$ cat src/sv/polygon_edge_collision_check_unit_macros.svh
// Assertion macros for the polygon edge collision check unit
`ifndef POLYGON_EDGE_COLLISION_CHECK_UNIT_MACROS_SVH
`define POLYGON_EDGE_COLLISION_CHECK_UNIT_MACROS_SVH
// implication checked each clock outside reset
`define PECC_ASSERT_IMP(lbl, ante, cons) \
  lbl: assert property (@(posedge clk_i) disable iff (!rst_ni) (ante) |-> (cons)) \
    else $error("assertion failed");
// next-cycle implication
`define PECC_ASSERT_NXT(lbl, ante, cons) \
  lbl: assert property (@(posedge clk_i) disable iff (!rst_ni) (ante) |=> (cons)) \
    else $error("assertion failed");
`endif

$ cat src/sv/pecc_pkg.sv
// ----------------------------------------------------------------------------
// pecc_pkg
// Shared types and constants of the polygon edge collision check unit.
// ----------------------------------------------------------------------------
`default_nettype none
package pecc_pkg;
  localparam int unsigned MaxEdgesDef  = 16;
  localparam int unsigned CoordBitsDef = 16;
  localparam int unsigned InCoordW     = 16;
  localparam int unsigned QueueDepth   = 2;

  typedef enum logic [2:0] {
    OP_CLEAR  = 3'd0,
    OP_APPEND = 3'd1,
    OP_CLOSE  = 3'd2,
    OP_POINT  = 3'd3,
    OP_SEG    = 3'd4
  } op_e;

  typedef enum logic [1:0] {
    ST_OK     = 2'd0,
    ST_FULL   = 2'd1,
    ST_NOPOLY = 2'd2
  } status_e;

  typedef enum logic [1:0] {
    BS_IDLE,
    BS_LOAD,
    BS_CALC,
    BS_DONE
  } back_state_e;
endpackage
`default_nettype wire

$ cat src/sv/pecc_front.sv
// ----------------------------------------------------------------------------
// pecc_front
// Accepts items, sign-extends or truncates coordinates and queues them with the opcode.
// ----------------------------------------------------------------------------
`default_nettype none
module pecc_front #(
  parameter int unsigned CoordBits = pecc_pkg::CoordBitsDef,
  parameter int unsigned Depth     = pecc_pkg::QueueDepth
) (
  input  wire logic                        clk_i,
  input  wire logic                        rst_ni,
  input  wire logic                        in_valid_i,
  output logic                             in_stall_o,
  input  wire logic [2:0]                  opcode_i,
  input  wire logic [pecc_pkg::InCoordW-1:0] ax_i,
  input  wire logic [pecc_pkg::InCoordW-1:0] ay_i,
  input  wire logic [pecc_pkg::InCoordW-1:0] bx_i,
  input  wire logic [pecc_pkg::InCoordW-1:0] by_i,
  output logic                             q_valid_o,
  input  wire logic                        q_pop_i,
  output logic [2:0]                       q_op_o,
  output logic [4*CoordBits-1:0]           q_coord_o
);
  import pecc_pkg::*;
  localparam int unsigned W = 3 + 4*CoordBits;
  logic [W-1:0] mem_q [Depth];
  logic [$clog2(Depth)-1:0] wp_q, rp_q;
  logic [$clog2(Depth):0] cnt_q;
  logic push;
  logic [CoordBits-1:0] cax, cay, cbx, cby;

  function automatic logic [CoordBits-1:0] trim(input logic [InCoordW-1:0] v);
    logic [InCoordW+CoordBits-1:0] e;
    e = {{CoordBits{v[InCoordW-1]}}, v};
    return e[CoordBits-1:0];
  endfunction

  assign cax = trim(ax_i);
  assign cay = trim(ay_i);
  assign cbx = trim(bx_i);
  assign cby = trim(by_i);
  assign in_stall_o = (cnt_q == Depth[$clog2(Depth):0]);
  assign push = in_valid_i && !in_stall_o;
  assign q_valid_o = (cnt_q != '0);
  assign {q_op_o, q_coord_o} = mem_q[rp_q];

  always_ff @(posedge clk_i) begin
    if (push) begin
      mem_q[wp_q] <= {opcode_i, cax, cay, cbx, cby};
    end
  end

  always_ff @(posedge clk_i or negedge rst_ni) begin
    if (!rst_ni) begin
      wp_q <= '0;
      rp_q <= '0;
      cnt_q <= '0;
    end else begin
      if (push) wp_q <= wp_q + 1'b1;
      if (q_pop_i && q_valid_o) rp_q <= rp_q + 1'b1;
      cnt_q <= cnt_q + {{$clog2(Depth){1'b0}}, push}
                     - {{$clog2(Depth){1'b0}}, (q_pop_i && q_valid_o)};
    end
  end
endmodule
`default_nettype wire

$ cat config.mk
export PLATFORM = sky130hd
export DESIGN_NAME = pecc_front
export DESIGN_NICKNAME = d
export VERILOG_FILES = /design/src/sv/polygon_edge_collision_check_unit_macros.svh /design/src/sv/pecc_pkg.sv /design/src/sv/pecc_front.sv
export SDC_FILE = /design/constraint.sdc
export NUM_CORES = 1
export LEC_CHECK = 0
export BUFFER_PORTS_ARGS = -buffer_cell sky130_fd_sc_hd__buf_2
export CORE_MARGIN = 2
export CORE_UTILIZATION = 55
export DETAILED_ROUTE_END_ITERATION = 16
export PLACE_DENSITY = 0.83
export SLEW_MARGIN = 40
export SYNTH_ARGS = -nofsm -noshare
export SYNTH_HDL_FRONTEND = slang
export SYNTH_SLANG_ARGS = --single-unit
$ cat constraint.sdc
create_clock -name clk_i -period 9 [get_ports clk_i]
set_clock_uncertainty 0.15 [all_clocks]
set_input_delay 1.35 -clock clk_i [delete_from_list [all_inputs] [get_ports clk_i]]
set_output_delay 1.35 -clock clk_i [all_outputs]
set_load 0.05 [all_outputs]
-- Word-level counts from Yosys, hierarchy flattened
Memories as Yosys holds them, arrays and structs flattened.
Cells that the tools add are included.
- logic and storage cells: 15
- bits in writable memories: 134
- input port bits: 71
- memories: 1
- register bits after elaboration: 4
- memories (name ; depth ; bits a word ; rd ports ; clocked after Yosys merged registers in ; wr ports ; RTL line ; RTL):
    mem_q ; 2 ; 67 ; 1 ; 0 ; 1 ; pecc_front.sv:26 ; logic [W-1:0] mem_q [Depth];
- eq/ne operators: 1
- muxes and demuxes: 2
- add/sub/neg operators: 4
- reduce and logical (&&, ||, !) cells: 4
- operators by type and width (cell ; count):
    1-bit adder (second input constant) ; 2
    2-bit by 1-bit adder with 2-bit output ; 1
    2-bit equality test (second input constant) ; 1
    1-bit logical AND ; 2
    1-bit 2-to-1 mux ; 2
    2-bit nonzero test ; 1
    2-bit by 1-bit subtractor with 2-bit output ; 1
    1-bit zero test ; 1

-- Logic depth before layout (Yosys ltp)
Gate-level depths: netlist of the first run.
- depth after elaboration: 5
- depth in mapped cells: 7
- depth with buffers taken out: 7

-- Worst setup path before layout of the first run
OpenSTA, ideal clock, no wires.
- kind: input port to flip-flop
- start: input in_valid_i
- end: memory mem_q[0][0] (netlist bit) (enable)
- stages on the path: 2
- arrival time: 4.244 ns
- setup slack: 4.114 ns
- data required time: 8.358 ns
- cells stage by stage: nand2_1 nor2_1
- word-level cells in the longest chain between the ends: 3
- RTL lines (element ; RTL line ; RTL):
    start: declaration ; pecc_front.sv:12 ; input wire logic in_valid_i,
    1-bit logical AND ; pecc_front.sv:43 ; assign push = in_valid_i && !in_stall_o;
    1-bit 2-to-1 mux ; pecc_front.sv:48 ; if (push) begin
    1-bit 2-to-1 mux (implied by the code) ; pecc_front.sv:49 ; mem_q[wp_q] <= {opcode_i, cax, cay, cbx, cby};
    end: declaration ; pecc_front.sv:26 ;
No other way between the ends.

-- Worst setup path after layout of the first run
- start: register rp_q
- end: output q_coord_o[19]
- word-level cells in the longest chain between the ends: 1
- RTL lines (element ; RTL line ; RTL):
    start: declaration ; pecc_front.sv:27 ; logic [$clog2(Depth)-1:0] wp_q, rp_q;
    start signal: assignment ; pecc_front.sv:60 ; if (q_pop_i && q_valid_o) rp_q <= rp_q + 1'b1;
    memory read 2 x 67 bit ; - ;
    end: declaration ; pecc_front.sv:22 ; output logic [4*CoordBits-1:0] q_coord_o
No other way between the ends.

==> results of run 1 <==
==> state kept, by name, indices dropped and copies added, names as in the netlist <==
signal,count
wp_q,1
rp_q,1
mem_q,134
cnt_q,2
==> cell usage after synthesis <==
master	instances
xor2_1	1
nor2_1	1
mux2_2	47
and2_1	1
mux2_4	20
ha_1	2
dfrtp_1	4
xnor2_1	3
or2_2	1
buf_6	2
nand2b_1	1
inv_1	2
buf_8	2
edfxtp_1	134
nand2_1	1
buf_2	4
and3_1	1
==> critical path: stages, from the launching register on <==
cell and delay (ns):
dfrtp_4 0.74, buf_12 0.31, mux2_2 0.38, buf_2 0.22
==> kinds of logic (layout without fill, tap and decap cells) <==
| logic type | count (synthesis) | after routing | share of synthesized area (%) |
|---|---|---|---|
| flip-flops | 138 | 138 | 80.4 |
| AND/OR/NAND/NOR | 6 | 6 | 0.635 |
| adder cells (fa/ha/maj) | 2 | 2 | 0.488 |
| multiplexers | 67 | 67 | 16.2 |
| buffers and inverters | 10 | 175 | 1.56 |
| XOR/XNOR | 4 | 4 | 0.684 |
==> layout make-up <==
type | count | area, µm²
fill | 597 | 2660
timing repair buffer | 142 | 731
inverter | 2 | 7.51
clock buffer | 18 | 418
clock inverter | 13 | 143
tap | 111 | 139
multi-input combinational | 79 | 931
sequential | 138 | 4130
==> power by group through the flow <==
stage | Combinational, µW | Sequential (µW) | Clock, µW
after floorplan | 873 | 928 | 0
after global placement | 980 | 987 | 0
after detailed placement | 1030 | 964 | 0
after CTS | 1030 | 952 | 664
after global routing | 1070 | 967 | 687
final | 1020 | 949 | 652
==> layer usage <==
| metal | vias to the layer above | GRT usage (%) | routed length, µm | share of wire (%) |
|---|---|---|---|---|
| met5 | - | 0 | 0 | 0 |
| met1 | 1230 | 20.6 | 3480 | 42 |
| met4 | 0 | 6.64 | 67 | 0.80 |
| li1 | 1201 | - | - | - |
| met2 | 100 | 27.9 | 4220 | 51 |
| met3 | 6 | 6.17 | 565 | 6.8 |
==> worst paths after layout <==
check                                        start  depth (start not counted)  slack [ns]                     end
worst min-delay path            cnt_q[1]$_DFF_PN0_                          1        0.37      cnt_q[1]$_DFF_PN0_
min in group asynchronous                   rst_ni                          1        0.49        wp_q$_DFFE_PN0P_
worst max register to register  cnt_q[1]$_DFF_PN0_                          4        6.60  mem_q[0][44]$_DFFE_PP_
max in group asynchronous                   rst_ni                          1        8.07        rp_q$_DFFE_PN0P_
worst max-delay path              rp_q$_DFFE_PN0P_                          3        5.34           q_coord_o[19]
worst min register to register  cnt_q[1]$_DFF_PN0_                          1        0.37      cnt_q[1]$_DFF_PN0_
==> through the flow <==
stage	cells	util, %
2_1_floorplan	227	-
3_3_place_gp	471	64.6
3_5_place_dp	472	64.9
4_1_cts	503	71.0
5_1_grt	503	71.0
6_report	503	71.0
==> results.md, run 1 <==
- Die W: about 100 µm
- DRC viols: 0
- Top post-synthesis cells by area: edfxtp_1, mux2_2, mux2_4
- Initial antenna violation count: 0
- Proportion of layout cells with a drive suffix above 1: 61.7%
- Post-synth cell types: 17
- Register bit total from synthesis: 138
- N_diodes: 0
- DIE HEIGHT: roughly 100 µm
- RSZ-0062 raised after global routing: false
- CTS clk-pin slew, worst paths: 0.06 ns
- CP Capture Type: output pin
- WL/cell: ~17 µm
- P_int: about 1600 µW
- Number of max-cap violations: 0
- Startpoint types: register
- Dpl cell area: around 0.0059 mm²
- Crit path DAT: around 2.2 ns
- Routed WL: 8330 µm
- Worst Hold Class: register to register
- Fin crit share: 40.6%
- # clock sinks: about 140
- Seq/Total Area, Yosys: approximately 80%
- Sequential power share: a little over a third
- Lkg Pwr: 0.00252 µW
- Vias in the first global route: between 2000 and 3000
- Boundary Pins: 140
- Die area: ~0.010 mm²
- Switching power: ~1000 µW
- Setup tns final: 0 ns
- Pre-CTS WS: 5.71 ns
- P per Cell Area: between 400 and 500 mW/mm²
- Total Nets Final: around 450
- Grt ovf: 0
- Final instance area: about 0.0065 mm²
- TritonCTS buffer count: 17
- Cell count after synthesis: roughly 230
- Bufs on Longest Clock Path: 2
- Worst endpoint required time: about 7.5 ns
- Syn Nets: 300
- Peak supply drop: roughly 300 µV
- Via count: ~2500
- Cell taking the most area after synthesis: edfxtp_1
- Clk pwr share: 24.9%
- Row cnt: 35
- DR iter-0 viols: 72
- Setup CP Type: register to output pin
- Combinational group share of total power: 38.9%
- TritonRoute pass-1 iters: 4
- First-pass GRT wire length: about 13000 µm
- Fmax: about 270 MHz
- # setup viols final: 0
- Most frequent cells in the layout: buf_2, edfxtp_1, mux2_2
- Cts repair resizes: 0
- Starting density of the core: a little under three fifths
- Actual slew at the worst max-slew pin: 0.726 ns
- Cts hold-fix bufs: 0
- RD Place Congestion: roughly 0.67
- PortBufs: between 100 and 150
- Total power draw: 2620 µW
- Final WS setup: between 5 and 6 ns
- Rel. slew slack: a little over 50%
- Skew-Pair Late Insertion Delay: 0.50 ns
- Global Route Usage Sum: ~17%
- Antenna Nets Post-Route: 0
- Switch share: 39.8%
- CTS root buffer: clkbuf_8
- Synthesized area: ~0.0051 mm²
- H-tree levels: 4
- Postcts setup bufs: 0
- Post-route minimum period: 3.66 ns
- Commonest non-fill, non-tap cell in the layout: buf_2
- Area Growth Syn to Fin: 26.7%
- Syn avg cell area: about 23 µm²
- Yosys warning count: 0
- Slew Limit Fails: 0
- Yosys top cell area share: roughly four fifths
- Dpl hpwl: between 5000 and 6000 µm
- Count of final hold-check violations: 0
- Status: completed
- Core area: approximately 0.0092 mm²
- Crit-path max FO: 35
- CTS tree: built
- Via/cell ratio: 5.04
- Largest net degree at the start of global routing: 47
- Hold Worst Slack: around 0.37 ns
Note: power is estimated with default switching activity, not from simulation.
==> inputs of run 2 (changes only) <==
--- a/config.mk
+++ b/config.mk
@@ -7,9 +7,9 @@
 export LEC_CHECK = 0
 export BUFFER_PORTS_ARGS = -buffer_cell sky130_fd_sc_hd__buf_2
 export CORE_MARGIN = 2
-export CORE_UTILIZATION = 55
+export CORE_UTILIZATION = 52
 export DETAILED_ROUTE_END_ITERATION = 16
-export PLACE_DENSITY = 0.83
+export PLACE_DENSITY = 0.79
 export SLEW_MARGIN = 40
 export SYNTH_ARGS = -nofsm -noshare
 export SYNTH_HDL_FRONTEND = slang
==> constraint.sdc (replaced) <==
create_clock -name clk_i -period 3.4 [get_ports clk_i]
set_clock_uncertainty 0.15 [all_clocks]
set_input_delay 0.51 -clock clk_i [delete_from_list [all_inputs] [get_ports clk_i]]
set_output_delay 0.51 -clock clk_i [all_outputs]
set_load 0.05 [all_outputs]
==> run 2 against run 1 <==
  * Critical endpoint is now q_op_o[2]
  * Power increased to 2.7 times the previous value
  * Largest power group unchanged
  * Critical path type unchanged
  * Global-route usage down 0.76 points
  * Hold slack lost 0.33 ns
==> results.md, run 2 (same netlist as run 1, synthesis figures left out) <==
- Status: completed
- Boundary Pins: 140 (unchanged)
- Actual slew at the worst max-slew pin: 0.707 ns (-0.0187 ns)
- Initial antenna violation count: 0 (unchanged)
- Via/cell ratio: 4.90 (-2.9%)
- Number of max-cap violations: 0 (unchanged)
- CP Capture Type: output pin
- # clock sinks: 138 (unchanged)
- WL/cell: 16.1 µm (-3.0%)
- CTS tree: built
- CTS clk-pin slew, worst paths: 0.06 ns (about the same)
- Flip-flop count of the largest register after layout: 134 (unchanged)
- Metal1 wirelength: 3610 µm (+3.7%)
- Skew-Pair Late Insertion Delay: 0.50 ns (about the same)
- RD Place Congestion: 0.724 (+7.5%)
- Hold Path Depth: 1 (unchanged)
- Crit path DAT: 2.18 ns (+0.02 ns)
- Slew Limit Fails: 0 (unchanged)
- Grt ovf: 0 (unchanged)
- Worst endpoint required time: 2.74 ns (-4.76 ns)
- CTS root buffer: clkbuf_8
- Total Nets Final: 456 (+0.66%)
- HP Start: ay_i[12]
- Cells along the critical path: buf_4 -> mux2_2 -> buf_2
- Top layer in use: met4
- Met3 wire length: 640 µm (+13%)
- Fmax: between 300 and 400 MHz
- Global Route Usage Sum: 16.2% (-0.76 points)
- Top flop regs: mem_q x134, cnt_q x2
- DRC viols: 0 (unchanged)
- Row cnt: 36 (+2.9%)
- Rel. slew slack: 52.7% (+1.1 points)
- Lkg Pwr: 0.00254 µW (+0.60%)
- Peak supply drop: 695 µV (+130%)
- Routed WL: 8500 µm (+2.1%)
- Fin crit share: 83.4%
- P per Cell Area: 1060 mW/mm² (+160%)
- RSZ-0062 raised after global routing: false
- Commonest non-fill, non-tap cell in the layout: buf_2
- Setup CP Type: register to output pin
- Count of final hold-check violations: 0 (unchanged)
- DIE HEIGHT: 103 µm (+2.7%)
- Dpl hpwl: 5520 µm (+2.3%)
- Die W: 103 µm (+2.7%)
- DR WL met2: 4150 µm (-1.6%)
- PortBufs: 139 (unchanged)
- Worst R2R Start: cnt_q[1]$_DFF_PN0_
- Bufs on Longest Clock Path: 2 (unchanged)
- Core area: 0.00968 mm² (+5.8%)
- Critical path's largest stage delay: 0.73 ns (about the same)
- Antenna Nets Post-Route: 0 (unchanged)
- H-tree levels: 4 (unchanged)
- Post-layout util: 67.8% (-3.2 points)
- DR iter-0 viols: 85 (+18%)
- Largest Register: mem_q
- Die area: 0.0107 mm² (+5.5%)
- TritonRoute pass-1 iters: 4 (unchanged)
- Setup tns final: 0 ns (unchanged)
- First-pass GRT wire length: 12400 µm (-1.7%)
- Proportion of layout cells with a drive suffix above 1: 61.6% (-0.12 points)
- Largest net degree at the start of global routing: 46 (-2.1%)
- Area Growth Syn to Fin: 28.0%
- Postcts setup bufs: 0 (unchanged)
- Startpoint types: register
- Vias in the first global route: 2614 (+0.65%)
- Crit-path max FO: 29 (-17%)
- Post-route minimum period: between 2 and 3 ns
- Via count: 2591 (+2.1%)
- Cts repair resizes: 0 (unchanged)
- # setup viols final: 0 (unchanged)
- TritonCTS buffer count: 17 (unchanged)
- N_diodes: 0 (unchanged)
- Crit path from: rp_q$_DFFE_PN0P_
- Max stage delay cell, worst path: dfrtp_4
- Hold Worst Slack: 0.0407 ns (-0.328 ns)
- Most frequent cells in the layout: buf_2, edfxtp_1, mux2_2
- Starting density of the core: 52.9% (-3.1 points)
- R2R depth: 4 (unchanged)
- Worst Hold Class: input port to register
==> run 2: changes by cell type in the layout (fill, tap and decap cells not counted) <==
| cell | change |
|---|---|
| clkinv_4 | -1 |
| dlygate4sd3_1 | +1 |
| clkinvlp_4 | +1 |
| buf_12 | +1 |
| buf_4 | +1 |
| clkinv_1 | +1 |
==> run 2: routing by layer <==
metal	up-vias	global-route usage, %
li1	1216	-
met4	0	7.89
met5	-	0
met2	106	25.5
met1	1257	19.6
met3	12	6.52
==> run 2: final timing paths <==
path / endpoint / slack, ns
worst max register to register: mem_q[0][17]$_DFFE_PP_ / 1.28
worst min register to register: cnt_q[1]$_DFF_PN0_ / 0.36
max in group asynchronous: rp_q$_DFFE_PN0P_ / 2.78
min in group asynchronous: wp_q$_DFFE_PN0P_ / 0.18
worst min-delay path: mem_q[0][44]$_DFFE_PP_ / 0.04
worst max-delay path: q_op_o[2] / 0.56
==> run 2: through the flow <==
step / cell area (µm²) / cells / worst slack, ns / total power [µW]
floorplan: 5130 / 227 / 0.475 / 4760
global placement: 5990 / 496 / 1.11 / 5250
detailed placement: 5990 / 496 / 1.08 / 5300
CTS: 6560 / 529 / 0.526 / 7040
global route: 6560 / 529 / 0.460 / 7250
finish: 6560 / 529 / 0.564 / 6960
==> run 2: layout make-up <==
cell class,count,area [µm²]
Inverter,2,7.51
Sequential cell,138,4130
Clock buffer,18,418
Tap cell,133,166
Clock inverter,14,145
Fill cell,639,3120
Timing Repair Buffer,145,768
Multi-Input combinational cell,79,931
==> run 2: timing repair <==
action                                 4_1_cts  5_1_grt
hold buffers                                 1        0
endpoints found under the hold margin        4        0
setup endpoints to repair                    0        0
==> run 2: power breakdown <==
part / internal (µW) / total, µW / switching [µW] / leakage [µW]
Sequential: 2330 / 2510 / 176 / 0.00129
Clock: 1040 / 1720 / 679 / 0.000260
Combinational: 817 / 2730 / 1920 / 0.000990
==> run 2: worst max-delay path, delay by kind of cell, from the launching register on <==
family	cells	cell delay, ns
multiplexers	1	0.38
flip-flops	1	0.73
buffers and inverters	2	0.54
